--- src/rtl/dfp_pkg.sv ---
// Types, character codes and parse-step functions of the delimited field parser.
`default_nettype none

package dfp_pkg;

   // Characters widened by one bit; the top bit marks end of input.
   localparam logic [8:0] CH_EOF    = 9'h100;
   localparam logic [8:0] CH_COMMA  = 9'h02C;
   localparam logic [8:0] CH_SEMI   = 9'h03B;
   localparam logic [8:0] CH_TAB    = 9'h009;
   localparam logic [8:0] CH_LF     = 9'h00A;
   localparam logic [8:0] CH_CR     = 9'h00D;
   localparam logic [8:0] CH_QUOTE  = 9'h022;
   localparam logic [8:0] CH_BSLASH = 9'h05C;
   localparam logic [8:0] CH_SPACE  = 9'h020;

   // Escape letters and their decoded bytes.
   localparam logic [8:0] CH_LOW_B  = 9'h062;
   localparam logic [8:0] CH_LOW_F  = 9'h066;
   localparam logic [8:0] CH_LOW_N  = 9'h06E;
   localparam logic [8:0] CH_LOW_T  = 9'h074;
   localparam logic [8:0] CH_LOW_R  = 9'h072;
   localparam logic [8:0] CH_LOW_V  = 9'h076;
   localparam logic [7:0] ESC_BS    = 8'h08;
   localparam logic [7:0] ESC_FF    = 8'h0C;
   localparam logic [7:0] ESC_LF    = 8'h0A;
   localparam logic [7:0] ESC_HT    = 8'h09;
   localparam logic [7:0] ESC_CR    = 8'h0D;
   localparam logic [7:0] ESC_VT    = 8'h0B;
   localparam logic [7:0] ESC_NONE  = 8'h00;

   // Terminator codes.
   localparam logic [2:0] END_OTHER = 3'd0;
   localparam logic [2:0] END_COMMA = 3'd1;
   localparam logic [2:0] END_SEMI  = 3'd2;
   localparam logic [2:0] END_TAB   = 3'd3;
   localparam logic [2:0] END_EOI   = 3'd4;

   // Delimiter selections.
   localparam logic [1:0] DELIM_LF    = 2'd0;
   localparam logic [1:0] DELIM_COMMA = 2'd1;
   localparam logic [1:0] DELIM_SEMI  = 2'd2;
   localparam logic [1:0] DELIM_TAB   = 2'd3;

   // Control register indexes.
   localparam logic [1:0] CSR_ESCAPES = 2'd0;
   localparam logic [1:0] CSR_TABLE   = 2'd1;
   localparam logic [1:0] CSR_DELIM   = 2'd2;

   // Result queue between front and back.
   localparam int QUEUE_DEPTH = 4;
   localparam int QUEUE_AW    = $clog2(QUEUE_DEPTH);
   localparam int QUEUE_CW    = $clog2(QUEUE_DEPTH + 1);

   typedef enum logic [4:0] {
      PH_LEAD  = 5'b00001,
      PH_UNQ   = 5'b00010,
      PH_QUO   = 5'b00100,
      PH_QSEEN = 5'b01000,
      PH_TRAIL = 5'b10000
   } phase_type;

   typedef struct packed {
      logic       escapes_enabled;
      logic       table_mode;
      logic [1:0] delimiter_select;
   } cfg_type;

   typedef struct packed {
      logic [7:0] out_byte;
      logic       is_field_end;
      logic [2:0] end_code;
   } res_type;

   // One queue entry: all results of one accepted item.
   typedef struct packed {
      res_type r0;
      logic    r1_valid;
      res_type r1;
   } entry_type;

   typedef struct packed {
      phase_type phase;
      logic      emit;
      res_type   res;
   } step_type;

   typedef struct packed {
      logic not_empty;
      logic full;
   } q_status_type;

   function automatic logic [8:0] delim_char(input logic [1:0] sel);
      logic [8:0] d;
      unique case (sel)
         DELIM_LF:    d = CH_LF;
         DELIM_COMMA: d = CH_COMMA;
         DELIM_SEMI:  d = CH_SEMI;
         DELIM_TAB:   d = CH_TAB;
         default:     d = CH_COMMA;
      endcase
      return d;
   endfunction

   function automatic logic [2:0] classify(input logic [8:0] c);
      logic [2:0] code;
      if (c == CH_COMMA)
         code = END_COMMA;
      else if (c == CH_SEMI)
         code = END_SEMI;
      else if (c == CH_TAB)
         code = END_TAB;
      else if (c == CH_EOF)
         code = END_EOI;
      else
         code = END_OTHER;
      return code;
   endfunction

   // Decoded byte of an escape letter, ESC_NONE when the letter is unknown.
   function automatic logic [7:0] esc_decode(input logic [8:0] c);
      logic [7:0] d;
      if (c == CH_LOW_B)
         d = ESC_BS;
      else if (c == CH_LOW_F)
         d = ESC_FF;
      else if (c == CH_LOW_N)
         d = ESC_LF;
      else if (c == CH_LOW_T)
         d = ESC_HT;
      else if (c == CH_LOW_R)
         d = ESC_CR;
      else if (c == CH_LOW_V)
         d = ESC_VT;
      else if (c == CH_BSLASH)
         d = CH_BSLASH[7:0];
      else
         d = ESC_NONE;
      return d;
   endfunction

   // Character after a field body or a trailing blank.
   function automatic step_type finish_step(input logic [8:0] c, input cfg_type cfg);
      step_type st;
      logic     tab_active;
      tab_active = cfg.table_mode && (cfg.delimiter_select == DELIM_TAB);
      st = '0;
      if (c == CH_SPACE || (c == CH_TAB && !tab_active)) begin
         st.phase = PH_TRAIL;
      end else begin
         st.phase            = PH_LEAD;
         st.emit             = 1'b1;
         st.res.is_field_end = 1'b1;
         st.res.end_code     = classify(c);
      end
      return st;
   endfunction

   // One character through the parse phases; emits at most one result.
   function automatic step_type process_char(input phase_type ph, input logic [8:0] c,
                                             input cfg_type cfg);
      step_type st;
      step_type data;
      logic     ends_unq;
      ends_unq = (c == CH_COMMA) || (cfg.table_mode && c == delim_char(cfg.delimiter_select));
      data          = '0;
      data.phase    = ph;
      data.emit     = 1'b1;
      data.res.out_byte = c[7:0];
      st       = '0;
      st.phase = ph;
      unique case (ph)
         PH_LEAD: begin
            if (c == CH_EOF) begin
               st = finish_step(c, cfg);
            end else if (c == CH_SPACE || c == CH_TAB || c == CH_LF || c == CH_CR) begin
               st.phase = PH_LEAD;
            end else if (c == CH_QUOTE) begin
               st.phase = PH_QUO;
            end else if (ends_unq) begin
               st = finish_step(c, cfg);
            end else begin
               st       = data;
               st.phase = PH_UNQ;
            end
         end
         PH_UNQ: begin
            if (c == CH_EOF || ends_unq)
               st = finish_step(c, cfg);
            else
               st = data;
         end
         PH_QUO: begin
            if (c == CH_EOF)
               st = finish_step(c, cfg);
            else if (c == CH_QUOTE)
               st.phase = PH_QSEEN;
            else
               st = data;
         end
         PH_QSEEN: begin
            if (c == CH_QUOTE) begin
               st       = data;
               st.phase = PH_QUO;
            end else begin
               st = finish_step(c, cfg);
            end
         end
         PH_TRAIL: st = finish_step(c, cfg);
         default:  st = finish_step(c, cfg);
      endcase
      return st;
   endfunction

endpackage

`default_nettype wire

--- src/rtl/dfp_queue.sv ---
// Short result queue between the parse front and the output back.
`default_nettype none

module dfp_queue (
   input  logic                  clock,
   input  logic                  reset,
   input  logic                  push,
   input  dfp_pkg::entry_type    push_data,
   input  logic                  pop,
   output dfp_pkg::entry_type    head_data,
   output dfp_pkg::q_status_type status
);
   import dfp_pkg::*;

   entry_type             slot_ff [QUEUE_DEPTH];
   logic [QUEUE_AW-1:0]   wr_ptr_ff, wr_ptr_in;
   logic [QUEUE_AW-1:0]   rd_ptr_ff, rd_ptr_in;
   logic [QUEUE_CW-1:0]   count_ff, count_in;

   always_comb begin
      wr_ptr_in = push ? wr_ptr_ff + 1'b1 : wr_ptr_ff;
      rd_ptr_in = pop ? rd_ptr_ff + 1'b1 : rd_ptr_ff;
      case ({push, pop})
         2'b10:   count_in = count_ff + 1'b1;
         2'b01:   count_in = count_ff - 1'b1;
         default: count_in = count_ff;
      endcase
   end

   assign head_data        = slot_ff[rd_ptr_ff];
   assign status.not_empty = (count_ff != '0);
   assign status.full      = (count_ff == QUEUE_CW'(QUEUE_DEPTH));

   always_ff @(posedge clock) begin
      if (reset) begin
         wr_ptr_ff <= '0;
         rd_ptr_ff <= '0;
         count_ff  <= '0;
      end else begin
         wr_ptr_ff <= wr_ptr_in;
         rd_ptr_ff <= rd_ptr_in;
         count_ff  <= count_in;
      end
   end

   always_ff @(posedge clock) begin
      if (push)
         slot_ff[wr_ptr_ff] <= push_data;
   end

endmodule

`default_nettype wire

--- src/rtl/dfp_front.sv ---
// Parse front: control registers, parse state and per-byte result building.
`default_nettype none

module dfp_front (
   input  logic                  clock,
   input  logic                  reset,
   input  logic                  req_tvalid,
   output logic                  req_tready,
   input  logic [7:0]            req_tdata,
   input  logic                  req_tlast,
   input  logic                  csr_valid,
   output logic                  csr_ready,
   input  logic [1:0]            csr_index,
   input  logic [1:0]            csr_data,
   input  dfp_pkg::q_status_type q_status,
   output logic                  q_push,
   output dfp_pkg::entry_type    q_data
);
   import dfp_pkg::*;

   cfg_type   cfg_ff, cfg_in;
   phase_type phase_ff, phase_in;
   logic      esc_pend_ff, esc_pend_in;

   logic       accept;
   logic [8:0] c;
   logic [7:0] esc_byte;
   logic       in_body;
   step_type   s1, s2;
   logic       use_s2;

   assign csr_ready  = 1'b1;
   assign req_tready = !q_status.full;
   assign accept     = req_tvalid && req_tready;
   assign c          = req_tlast ? CH_EOF : {1'b0, req_tdata};
   assign esc_byte   = esc_decode(c);
   assign in_body    = (phase_ff == PH_UNQ) || (phase_ff == PH_QUO) || (phase_ff == PH_QSEEN);

   always_comb begin
      cfg_in = cfg_ff;
      if (csr_valid && csr_ready) begin
         unique case (csr_index)
            CSR_ESCAPES: cfg_in.escapes_enabled  = csr_data[0];
            CSR_TABLE:   cfg_in.table_mode       = csr_data[0];
            CSR_DELIM:   cfg_in.delimiter_select = csr_data;
            default:     cfg_in = cfg_ff;
         endcase
      end
   end

   always_comb begin
      s1          = '0;
      s1.phase    = phase_ff;
      s2          = '0;
      s2.phase    = phase_ff;
      use_s2      = 1'b0;
      esc_pend_in = esc_pend_ff;
      if (esc_pend_ff) begin
         esc_pend_in = 1'b0;
         if (esc_byte != ESC_NONE) begin
            s1 = process_char(phase_ff, {1'b0, esc_byte}, cfg_ff);
         end else begin
            // unknown escape: pass the backslash, then reprocess the byte
            s1     = process_char(phase_ff, CH_BSLASH, cfg_ff);
            s2     = process_char(s1.phase, c, cfg_ff);
            use_s2 = 1'b1;
         end
      end else if (cfg_ff.escapes_enabled && c == CH_BSLASH && in_body) begin
         esc_pend_in = 1'b1;
      end else begin
         s1 = process_char(phase_ff, c, cfg_ff);
      end
      phase_in = use_s2 ? s2.phase : s1.phase;
   end

   always_comb begin
      q_data          = '0;
      q_data.r0       = s1.emit ? s1.res : s2.res;
      q_data.r1_valid = s1.emit && use_s2 && s2.emit;
      q_data.r1       = s2.res;
      q_push          = accept && (s1.emit || (use_s2 && s2.emit));
   end

   always_ff @(posedge clock) begin
      if (reset) begin
         cfg_ff.escapes_enabled  <= 1'b0;
         cfg_ff.table_mode       <= 1'b0;
         cfg_ff.delimiter_select <= DELIM_COMMA;
         phase_ff                <= PH_LEAD;
         esc_pend_ff             <= 1'b0;
      end else begin
         cfg_ff <= cfg_in;
         if (accept) begin
            phase_ff    <= phase_in;
            esc_pend_ff <= esc_pend_in;
         end
      end
   end

endmodule

`default_nettype wire

--- src/rtl/dfp_back.sv ---
// Output back: splits queue entries into single results behind an output register.
`default_nettype none

module dfp_back (
   input  logic                  clock,
   input  logic                  reset,
   input  dfp_pkg::q_status_type q_status,
   input  dfp_pkg::entry_type    q_data,
   output logic                  q_pop,
   output logic                  rsp_tvalid,
   input  logic                  rsp_tready,
   output logic [7:0]            rsp_tdata,
   output logic [3:0]            rsp_tuser,
   output logic                  rsp_tlast
);
   import dfp_pkg::*;

   logic    out_valid_ff, out_valid_in;
   res_type out_res_ff, out_res_in;
   logic    out_last_ff, out_last_in;
   logic    hold_valid_ff, hold_valid_in;
   res_type hold_res_ff, hold_res_in;
   logic    advance;

   assign advance = !out_valid_ff || rsp_tready;
   assign q_pop   = advance && !hold_valid_ff && q_status.not_empty;

   always_comb begin
      out_valid_in  = out_valid_ff;
      out_res_in    = out_res_ff;
      out_last_in   = out_last_ff;
      hold_valid_in = hold_valid_ff;
      hold_res_in   = hold_res_ff;
      if (advance) begin
         if (hold_valid_ff) begin
            out_valid_in  = 1'b1;
            out_res_in    = hold_res_ff;
            out_last_in   = 1'b1;
            hold_valid_in = 1'b0;
         end else if (q_status.not_empty) begin
            out_valid_in  = 1'b1;
            out_res_in    = q_data.r0;
            out_last_in   = !q_data.r1_valid;
            hold_valid_in = q_data.r1_valid;
            hold_res_in   = q_data.r1;
         end else begin
            out_valid_in = 1'b0;
         end
      end
   end

   always_ff @(posedge clock) begin
      if (reset) begin
         out_valid_ff  <= 1'b0;
         hold_valid_ff <= 1'b0;
      end else begin
         out_valid_ff  <= out_valid_in;
         hold_valid_ff <= hold_valid_in;
      end
   end

   always_ff @(posedge clock) begin
      out_res_ff  <= out_res_in;
      out_last_ff <= out_last_in;
      hold_res_ff <= hold_res_in;
   end

   assign rsp_tvalid = out_valid_ff;
   assign rsp_tdata  = out_res_ff.out_byte;
   assign rsp_tuser  = {out_res_ff.end_code, out_res_ff.is_field_end};
   assign rsp_tlast  = out_last_ff;

endmodule

`default_nettype wire

--- src/rtl/delimited_field_parser.sv ---
// Top level of the delimited field parser: front, result queue and back.
// An accepted byte's results pass through the result queue, then the output register, to rsp.
// Throughput: one byte per cycle, stalling only once the four-entry queue fills; a byte with
//   two results (an unknown escape whose byte also yields a result) sends them out in turn.
// Sustained output is one result per cycle while rsp is ready; the queue absorbs stalls.
// Reset: synchronous; parse state to leading skip, registers to defaults, queue emptied.
`default_nettype none

module delimited_field_parser (
   input  logic       clock,
   input  logic       reset,
   // input bytes
   input  logic       req_tvalid,
   output logic       req_tready,
   input  logic [7:0] req_tdata,   // [7:0] in_byte
   input  logic       req_tlast,   // end_of_input
   // results
   output logic       rsp_tvalid,
   input  logic       rsp_tready,
   output logic [7:0] rsp_tdata,   // [7:0] out_byte
   output logic [3:0] rsp_tuser,   // [0] is_field_end, [3:1] end_code
   output logic       rsp_tlast,   // last_of_run
   // control register writes
   input  logic       csr_valid,
   output logic       csr_ready,
   input  logic [1:0] csr_index,   // 0 escapes_enabled, 1 table_mode, 2 delimiter_select
   input  logic [1:0] csr_data
);
   import dfp_pkg::*;

   q_status_type q_status;
   entry_type    push_data;
   entry_type    head_data;
   logic         q_push;
   logic         q_pop;

   // Front: classify each byte against the parse phase and build its results.
   dfp_front u_front (
      .clock      (clock),
      .reset      (reset),
      .req_tvalid (req_tvalid),
      .req_tready (req_tready),
      .req_tdata  (req_tdata),
      .req_tlast  (req_tlast),
      .csr_valid  (csr_valid),
      .csr_ready  (csr_ready),
      .csr_index  (csr_index),
      .csr_data   (csr_data),
      .q_status   (q_status),
      .q_push     (q_push),
      .q_data     (push_data)
   );

   // Queue: decouple the front from output backpressure; bytes without results skip it.
   dfp_queue u_queue (
      .clock     (clock),
      .reset     (reset),
      .push      (q_push),
      .push_data (push_data),
      .pop       (q_pop),
      .head_data (head_data),
      .status    (q_status)
   );

   // Back: hand out one result per cycle while rsp is ready and mark the last of each byte's run.
   dfp_back u_back (
      .clock      (clock),
      .reset      (reset),
      .q_status   (q_status),
      .q_data     (head_data),
      .q_pop      (q_pop),
      .rsp_tvalid (rsp_tvalid),
      .rsp_tready (rsp_tready),
      .rsp_tdata  (rsp_tdata),
      .rsp_tuser  (rsp_tuser),
      .rsp_tlast  (rsp_tlast)
   );

endmodule

`default_nettype wire

--- config.mk ---
export PLATFORM = sky130hd
export DESIGN_NAME = delimited_field_parser
export DESIGN_NICKNAME = d
export VERILOG_FILES = /design/src/rtl/dfp_pkg.sv /design/src/rtl/dfp_queue.sv /design/src/rtl/dfp_front.sv /design/src/rtl/dfp_back.sv /design/src/rtl/delimited_field_parser.sv
export SDC_FILE = /design/constraint.sdc
export NUM_CORES = 1
export LEC_CHECK = 0
export ABC_AREA = 1
export BUFFER_PORTS_ARGS = -buffer_cell sky130_fd_sc_hd__buf_2
export CAP_MARGIN = 20
export CORE_ASPECT_RATIO = 0.8
export CORE_MARGIN = 2
export CORE_UTILIZATION = 40
export CTS_CLUSTER_DIAMETER = 50
export CTS_CLUSTER_SIZE = 10
export DETAILED_ROUTE_END_ITERATION = 12
export HOLD_SLACK_MARGIN = 0.02
export PLACE_DENSITY = 0.63
export REMOVE_ABC_BUFFERS = 1
export SLEW_MARGIN = 20
export SYNTH_ARGS = -nofsm -noshare
export SYNTH_HDL_FRONTEND = slang
export SYNTH_HIERARCHICAL = 1
export SYNTH_SLANG_ARGS = --single-unit
export TNS_END_PERCENT = 5
--- constraint.sdc ---
create_clock -name clock -period 6.4 [get_ports clock]
set_clock_uncertainty 0.05 [all_clocks]
set_input_delay 0.32 -clock clock [delete_from_list [all_inputs] [get_ports clock]]
set_output_delay 0.32 -clock clock [all_outputs]
set_load 0.02 [all_outputs]
==> results of run 1 <==
-- per-layer routing --
layer / part of all wire (%) / up-vias
met3: 6.4 / 23
met2: 45 / 208
met4: 1.4 / 0
met1: 47 / 2580
li1: - / 2673
met5: 0 / -
-- cells by family (layout without fill, tap and decap cells) --
kind of cell	count (synthesis)	in the layout
buffers and inverters	98	144
other	1	1
AO/OA/AOI/OAI	129	129
flip-flops	146	146
XOR/XNOR	2	2
adder cells (fa/ha/maj)	10	10
AND/OR/NAND/NOR	373	373
-- power groups by stage --
| stage | Combinational [mW] | Sequential, mW | Clock (mW) |
|---|---|---|---|
| 5_1_grt | 1.27 | 1.44 | 1.10 |
| 2_1_floorplan | 0.672 | 1.53 | 0 |
| 6_report | 1.14 | 1.41 | 1.05 |
| 3_3_place_gp | 1.13 | 1.43 | 0 |
| 3_5_place_dp | 1.14 | 1.43 | 0 |
| 4_1_cts | 1.15 | 1.41 | 1.07 |
-- worst reg2reg max path: stages (launching register included) --
cell and delay [ns]:
dfxtp_1 0.33, inv_1 0.07, nand3_1 0.08, inv_1 0.05, nand2_1 0.33, nand2_1 0.15, nor2_2 0.31, inv_1 0.18
a31oi_1 0.17, o21ai_1 0.09, nand2_1 0.05, nor3b_1 0.47, inv_1 0.19, ha_1 0.30, fa_1 0.48, nand2_1 0.10
nand2_1 0.05, nor2_1 0.08, nor2_1 0.05, nor2_1 0.09
-- registers in the layout, summed over array words and instances (netlist names), named ones only --
name / cells
u_queue/slot_ff: 100
u_back/hold_res_ff: 12
u_back/rsp_tdata: 8
u_front/phase_ff: 5
u_back/rsp_tuser: 4
u_front/cfg_ff: 4
u_queue/count_ff: 3
u_queue/rd_ptr_ff: 2
u_queue/wr_ptr_ff: 2
u_back/hold_valid_ff: 1
u_back/rsp_tlast: 1
u_back/rsp_tvalid: 1
u_front/esc_pend_ff: 1
-- area by class of cell --
type	count	area, µm²
tap	230	288
fill	1690	9820
timing repair buffer	40	220
clock buffer	19	433
clock inverter	13	184
sequential	146	4180
inverter	72	285
multi-input combinational	515	2700
-- cell usage in the layout (no fill, tap or decap), types with 8 or more instances in the layout --
cell / instances
nand2_1: 152
o21ai_1: 33
nand4_1: 13
ha_1: 9
nor2_1: 108
o22ai_1: 24
dfxtp_1: 20
a21oi_1: 15
buf_2: 32
inv_1: 63
buf_4: 8
nand2_2: 10
nor3_1: 8
edfxtp_1: 125
nand3_1: 44
o21ai_0: 20
nor2_2: 12
clkbuf_16: 17
o21ai_2: 20
-- metrics by stage --
step	total power, mW	std cells	hold WS (ns)	area [µm²]
2_1_floorplan	2.20	733	0.332	7160
3_3_place_gp	2.56	1003	0.379	7670
3_5_place_dp	2.57	1003	0.388	7670
4_1_cts	3.63	1035	0.0664	8290
5_1_grt	3.81	1035	0.121	8290
6_report	3.60	1035	0.0841	8290
-- how the worst min path moves through the flow --
| stage | start | to | slack [ns] | cells past startpoint |
|---|---|---|---|---|
| final | csr_data[1] | u_front/cfg_ff[1] | 0.08 | 3 |
| after CTS | csr_data[1] | u_front/cfg_ff[1] | 0.07 | 3 |
| after global routing | csr_data[1] | u_front/cfg_ff[1] | 0.12 | 3 |
| after global placement | u_queue/rd_ptr_ff[1] | u_queue/rd_ptr_ff[1] | 0.38 | 1 |
| after detailed placement | u_queue/rd_ptr_ff[1] | u_queue/rd_ptr_ff[1] | 0.39 | 1 |
| after floorplan | reset | u_back/hold_valid_ff | 0.33 | 1 |
==> metrics, run 1 <==
status complete, no violations; YS warnings 6; Final min period 3.74 ns; Worst setup SP type flip-flop; initial antenna violation count 0; Crit path depth 19; Rows 44; Adder-Cell Fraction of Synth Area 1.79%; Peak VDD IR 0.000207 V; CTS tree yes; Avg Inst Size Synth 9.74 µm²; Seq/Total Area, Yosys 56.5%; dpl hpwl 11700 µm; synthesis-stage register bit count 146; Overflow after GRT 0; Clk network pwr share 29.1%; first-pass GRT wire length 28200 µm; num ports 34; DR pass1 iterations 6; count leader, synth nand2_1; largest family of logic cells by synthesized area simple AND/OR/NAND/NOR gates; Critical Path End u_queue/count_ff[2]; Pint 2.33 mW; Die H 126 µm; DR DRC count 0; Layout Utilization 45.8%; Reg2Reg Depth 19; Crit path required time 6.71 ns; top cell type's share of synthesized area 50.8%; mux contribution to synthesized area 0%; Final Max Slew Viols 0; GRT Total Usage 18.9%; Max Fclk 0.268 GHz; pwr/cell area 434 nW/µm²; Worst Hold Class input port to flip-flop; count of cell types in the netlist 48; CP arrival 4.05 ns; Most Used Layer, Global Route met2; # Post-CTS Setup Buffers 0; Initial Util 40.8%; setup slack at placement 2.65 ns; reg2reg start u_front/phase_ff[1]; R2R Path End u_queue/count_ff[2]; CP cell instances inv_1 -> nand3_1 -> inv_1 -> nand2_1 -> nand2_1 -> nor2_2 -> inv_1 -> a31oi_1 -> o21ai_1 -> nand2_1 -> nor3b_1 -> inv_1 -> ha_1 -> fa_1 -> nand2_1 -> nand2_1 -> nor2_1 -> nor2_1 -> nor2_1; core area 18100 µm²; Die X 156 µm; GR Util met3 4.12%; Worst path slowest cell fa_1; switching portion of total power 35.3%; DRT antenna net count 0; setup tns final 0 ns; Worst slew margin 51.5%; critical path's largest stage delay 0.48 ns; vias 5484; simple-gate share of the synthesized area 23.3%; Hold-fix buffers, CTS 0; Async SR Flop Fraction 0%; post-synthesis compound-gate area fraction 11.1%; area leader, netlist edfxtp_1; maximum buffer depth of the clock tree 2; RSZ-0062 raised after global routing no; Leak 3.41 nW; Post-synth EDFFs 125; CTS Sinks 146; Gate Count Post-Synth 759; ys flop type edfxtp_1; GR Layer Usage met1 26.9%; layout cell share with drive strength beyond 1 17.8%; Vias/cell 5.30; Crit Path Class flip-flop to flip-flop; WL per Instance 17.2 µm; clock latency on the worst-skew pair 0.42 ns; slew at the pin closest to its max-slew limit 0.727 ns; final worst slack 2.66 ns; crit path from u_front/phase_ff[1]; Detailed Route WL 17800 µm; vias in the first global route 5215; total CTS buffers 17; H-tree Lvls 4; Top delay family on crit path simple AND/OR/NAND/NOR gates; number of diodes 0; layout net count 820; list of most frequent post-synthesis cells nand2_1 (152), edfxtp_1 (125), nor2_1 (108); Max Cap Viol 0; Gates resized, CTS repair 0; CP bufs+invs 4; R2R setup slack 2.66 ns; Synth Area in XOR/XNOR 0.237%; endpoints failing hold 0; synth-to-layout area growth 12.1%; largest cells by area after synthesis edfxtp_1 (51%), nand2_1 (7.7%), dfxtp_1 (5.7%); critical path peak fanout 11; Sw Pwr 1.27 mW; Reg power frac 39.3%; Post-Syn Area 7390 µm²; fin crit share 58.4%; largest net degree at the start of global routing 52; Die ar. 19600 µm²; GPL Wtd Cong 0.930; Clock transition at path regs 0.06 ns; IO Port Bufs 32; Starting DRT DRC Count 482; met2 usage in global routing 29.3%; Root Buffer clkbuf_16; CP endpoint kind flip-flop; Setup violations, final 0; most used cell, CP nand2_1; Comb pwr share 31.6%
Note: power is estimated with default switching activity, not from simulation.
==> run 2, diff against run 1 <==
- ABC_AREA: 1 -> 0
- clock period: 6.4 -> 3.85 ns (I/O delays scaled with it)
==> run 2 against run 1 <==
Core utilization is 0.88 points higher. Sequential share of layout area rose by 1.3 points. Hold slack better by 0.029 ns. Sequential power up 60%. Final cell count fell by 22%. Design area fell by 2.5%. Synthesized cell count decreased by 32%. Clock-buffer cell count grew 3.
==> metrics, run 2 <==
count of cell types in the netlist 81; layout cell share with drive strength beyond 1 22.1%; hold endpoint u_back/hold_valid_ff; top cell type's share of synthesized area 53.0%; Initial Util 40.9%; YS warnings 6; Worst path slowest cell o21ai_0; setup tns final 0 ns; Overflow after GRT 0; Placed Cells incl. Taps 770; Crit Path Class flip-flop to flip-flop; Worst Hold Class input port to flip-flop; Final min period 3.49 ns; crit path from u_front/cfg_ff[0]; Worst slew margin 32.2%; fin crit share 90.5%; most frequent cells in the layout edfxtp_1 (125), nor2_1 (45), buf_2 (32); Top delay family on crit path compound AO/OA/AOI/OAI gates; IO Port Bufs 32; largest cells by area after synthesis edfxtp_1 (53%), mux4_2 (6.4%), dfxtp_1 (5.9%); Hold Path Origin rsp_tready; GR Layer Usage met1 24.3%; core area 17300 µm²; # Post-CTS Setup Buffers 0; first-pass GRT wire length 25300 µm; RSZ-0062 raised after global routing no; Starting DRT DRC Count 332; CP arrival 3.55 ns; total CTS buffers 17; Vias/cell 5.71; maximum buffer depth of the clock tree 2; GPL Wtd Cong 0.866; Avg Inst Size Synth 13.7 µm²; synth-to-layout area growth 14.1%; CTS Sinks 146; Clock transition at path regs 0.06 ns; Die ar. 18800 µm²; Rows 43; # fillers 1577; GRT Total Usage 18.0%; Root Buffer clkbuf_16; Hold-fix buffers, CTS 2; Reg2Reg Depth 9; GR Util met3 4.80%; setup slack at placement 0.199 ns; critical path's largest stage delay 0.61 ns; most used cell, CP o21ai_0; slew at the pin closest to its max-slew limit 1.01 ns; R2R setup slack 0.36 ns; reg2reg start u_front/cfg_ff[0]; Worst setup SP type flip-flop; Crit path required time 3.92 ns; CP bufs+invs 1; most common cell after layout, fill and taps aside edfxtp_1; DP Area 7510 µm²; largest net degree at the start of global routing 26; Async SR Flop Fraction 0%; Register Area 4170 µm²; Max Fclk 0.287 GHz; Leak 2.89 nW; DR DRC count 0; max reg flops 100; Final Max Slew Viols 0; Top reg by flops u_queue/slot_ff; met2 usage in global routing 29.1%; vias in the first global route 4614; Setup violations, final 0; Post-synth EDFFs 125; count leader, synth edfxtp_1; Post-Syn Area 7080 µm²; Max Cap Viol 0; dpl hpwl 10800 µm; WL per Instance 19.8 µm; Tot Pwr 5.09 mW; Gates resized, CTS repair 0; Most Used Layer, Global Route met2; Multi-input gate area 2650 µm²; num ports 34; pwr/cell area 630 nW/µm²; R2R Path End u_queue/slot_ff[1][13]; list of most frequent post-synthesis cells edfxtp_1 (125), nor2_1 (45), o21ai_0 (24); synthesis-stage register bit count 146; Seq/Total Area, Yosys 58.9%; Detailed Route WL 15900 µm; clock latency on the worst-skew pair 0.41 ns; DRT antenna net count 0; Die X 153 µm; H-tree Lvls 4; final worst slack 0.364 ns; vias 4589; Die H 123 µm; area leader, netlist edfxtp_1; Layout Utilization 46.6%; CP cell instances inv_1 -> ha_1 -> or3b_1 -> a211o_1 -> a2111oi_4 -> nor2_1 -> o21ai_0 -> o21ai_0 -> o21ai_0; ys flop type edfxtp_1; Gate Count Post-Synth 517; status complete, no violations; Final Cell Area 8080 µm²; CP endpoint kind flip-flop; endpoints failing hold 0; hold_ws 0.113 ns; layout net count 594; hold path depth 3; number of diodes 0; critical path peak fanout 7; CTS tree yes; initial antenna violation count 0; DR pass1 iterations 5; Peak VDD IR 0.000292 V; final std cells w/o fill 804
## run 2: changes by cell type in the layout (fill, tap and decap cells not counted), sizes merged, moves of 12 or more
cell / before / now
buf: 40 / 55
nand3: 51 / 10
mux2: 0 / 12
mux4: 0 / 25
nor2: 126 / 45
nand2: 166 / 19
o22ai: 25 / 5
inv: 73 / 23
o21ai: 74 / 28
## run 2: routing by layer
layer | routed length [µm] | part of all wire [%]
met5 | 0 | 0
met4 | 180 | 1.1
met3 | 835 | 5.2
met2 | 7470 | 47
met1 | 7450 | 47
## run 2: cell families (layout without fill, tap and decap cells)
group                      after synthesis  count (layout)  share of synthesized area, %
other                                    1               1                        0.0529
xor gates and xnor gates                12              12                          1.48
buffers and inverters                   47             109                          3.66
DFF                                    146             146                          58.9
and+or+nand+nor                        158             158                          12.7
AOI/OAI and AO/OA                      100             100                          10.4
muxes                                   43              43                          11.0
adders and majority gates               10              10                          1.87
## run 2: how the worst max path moves through the flow
stage | endpoint | slack [ns] | cells after the start
CTS | u_queue/count_ff[2] | 0.37 | 13
finish | u_queue/slot_ff[1][13] | 0.36 | 9
global route | u_queue/count_ff[2] | 0.01 | 13
global placement | u_queue/count_ff[2] | 0.33 | 14
floorplan | u_queue/count_ff[2] | 0.31 | 13
detailed placement | u_queue/count_ff[2] | 0.20 | 14
## run 2: cell type report
cell class	instances	share of cell area (%)
clock inverter	10	1.27
timing repair buffer	57	4.37
sequential	146	51.6
inverter	20	0.929
tap	225	3.48
clock buffer	22	5.50
multi-input combinational	324	32.8
## run 2: report_power, final
part           total [mW]  switching (mW)  internal (mW)
sequential           2.26           0.120           2.14
combinational        1.31           0.763          0.550
clock                1.52           0.625          0.898
total                5.09            1.51           3.59
## run 2: worst min-delay path, cell delays in order
cell	delay [ns]
buf_2	0.08
nand4bb_1	0.16
o41ai_4	0.09
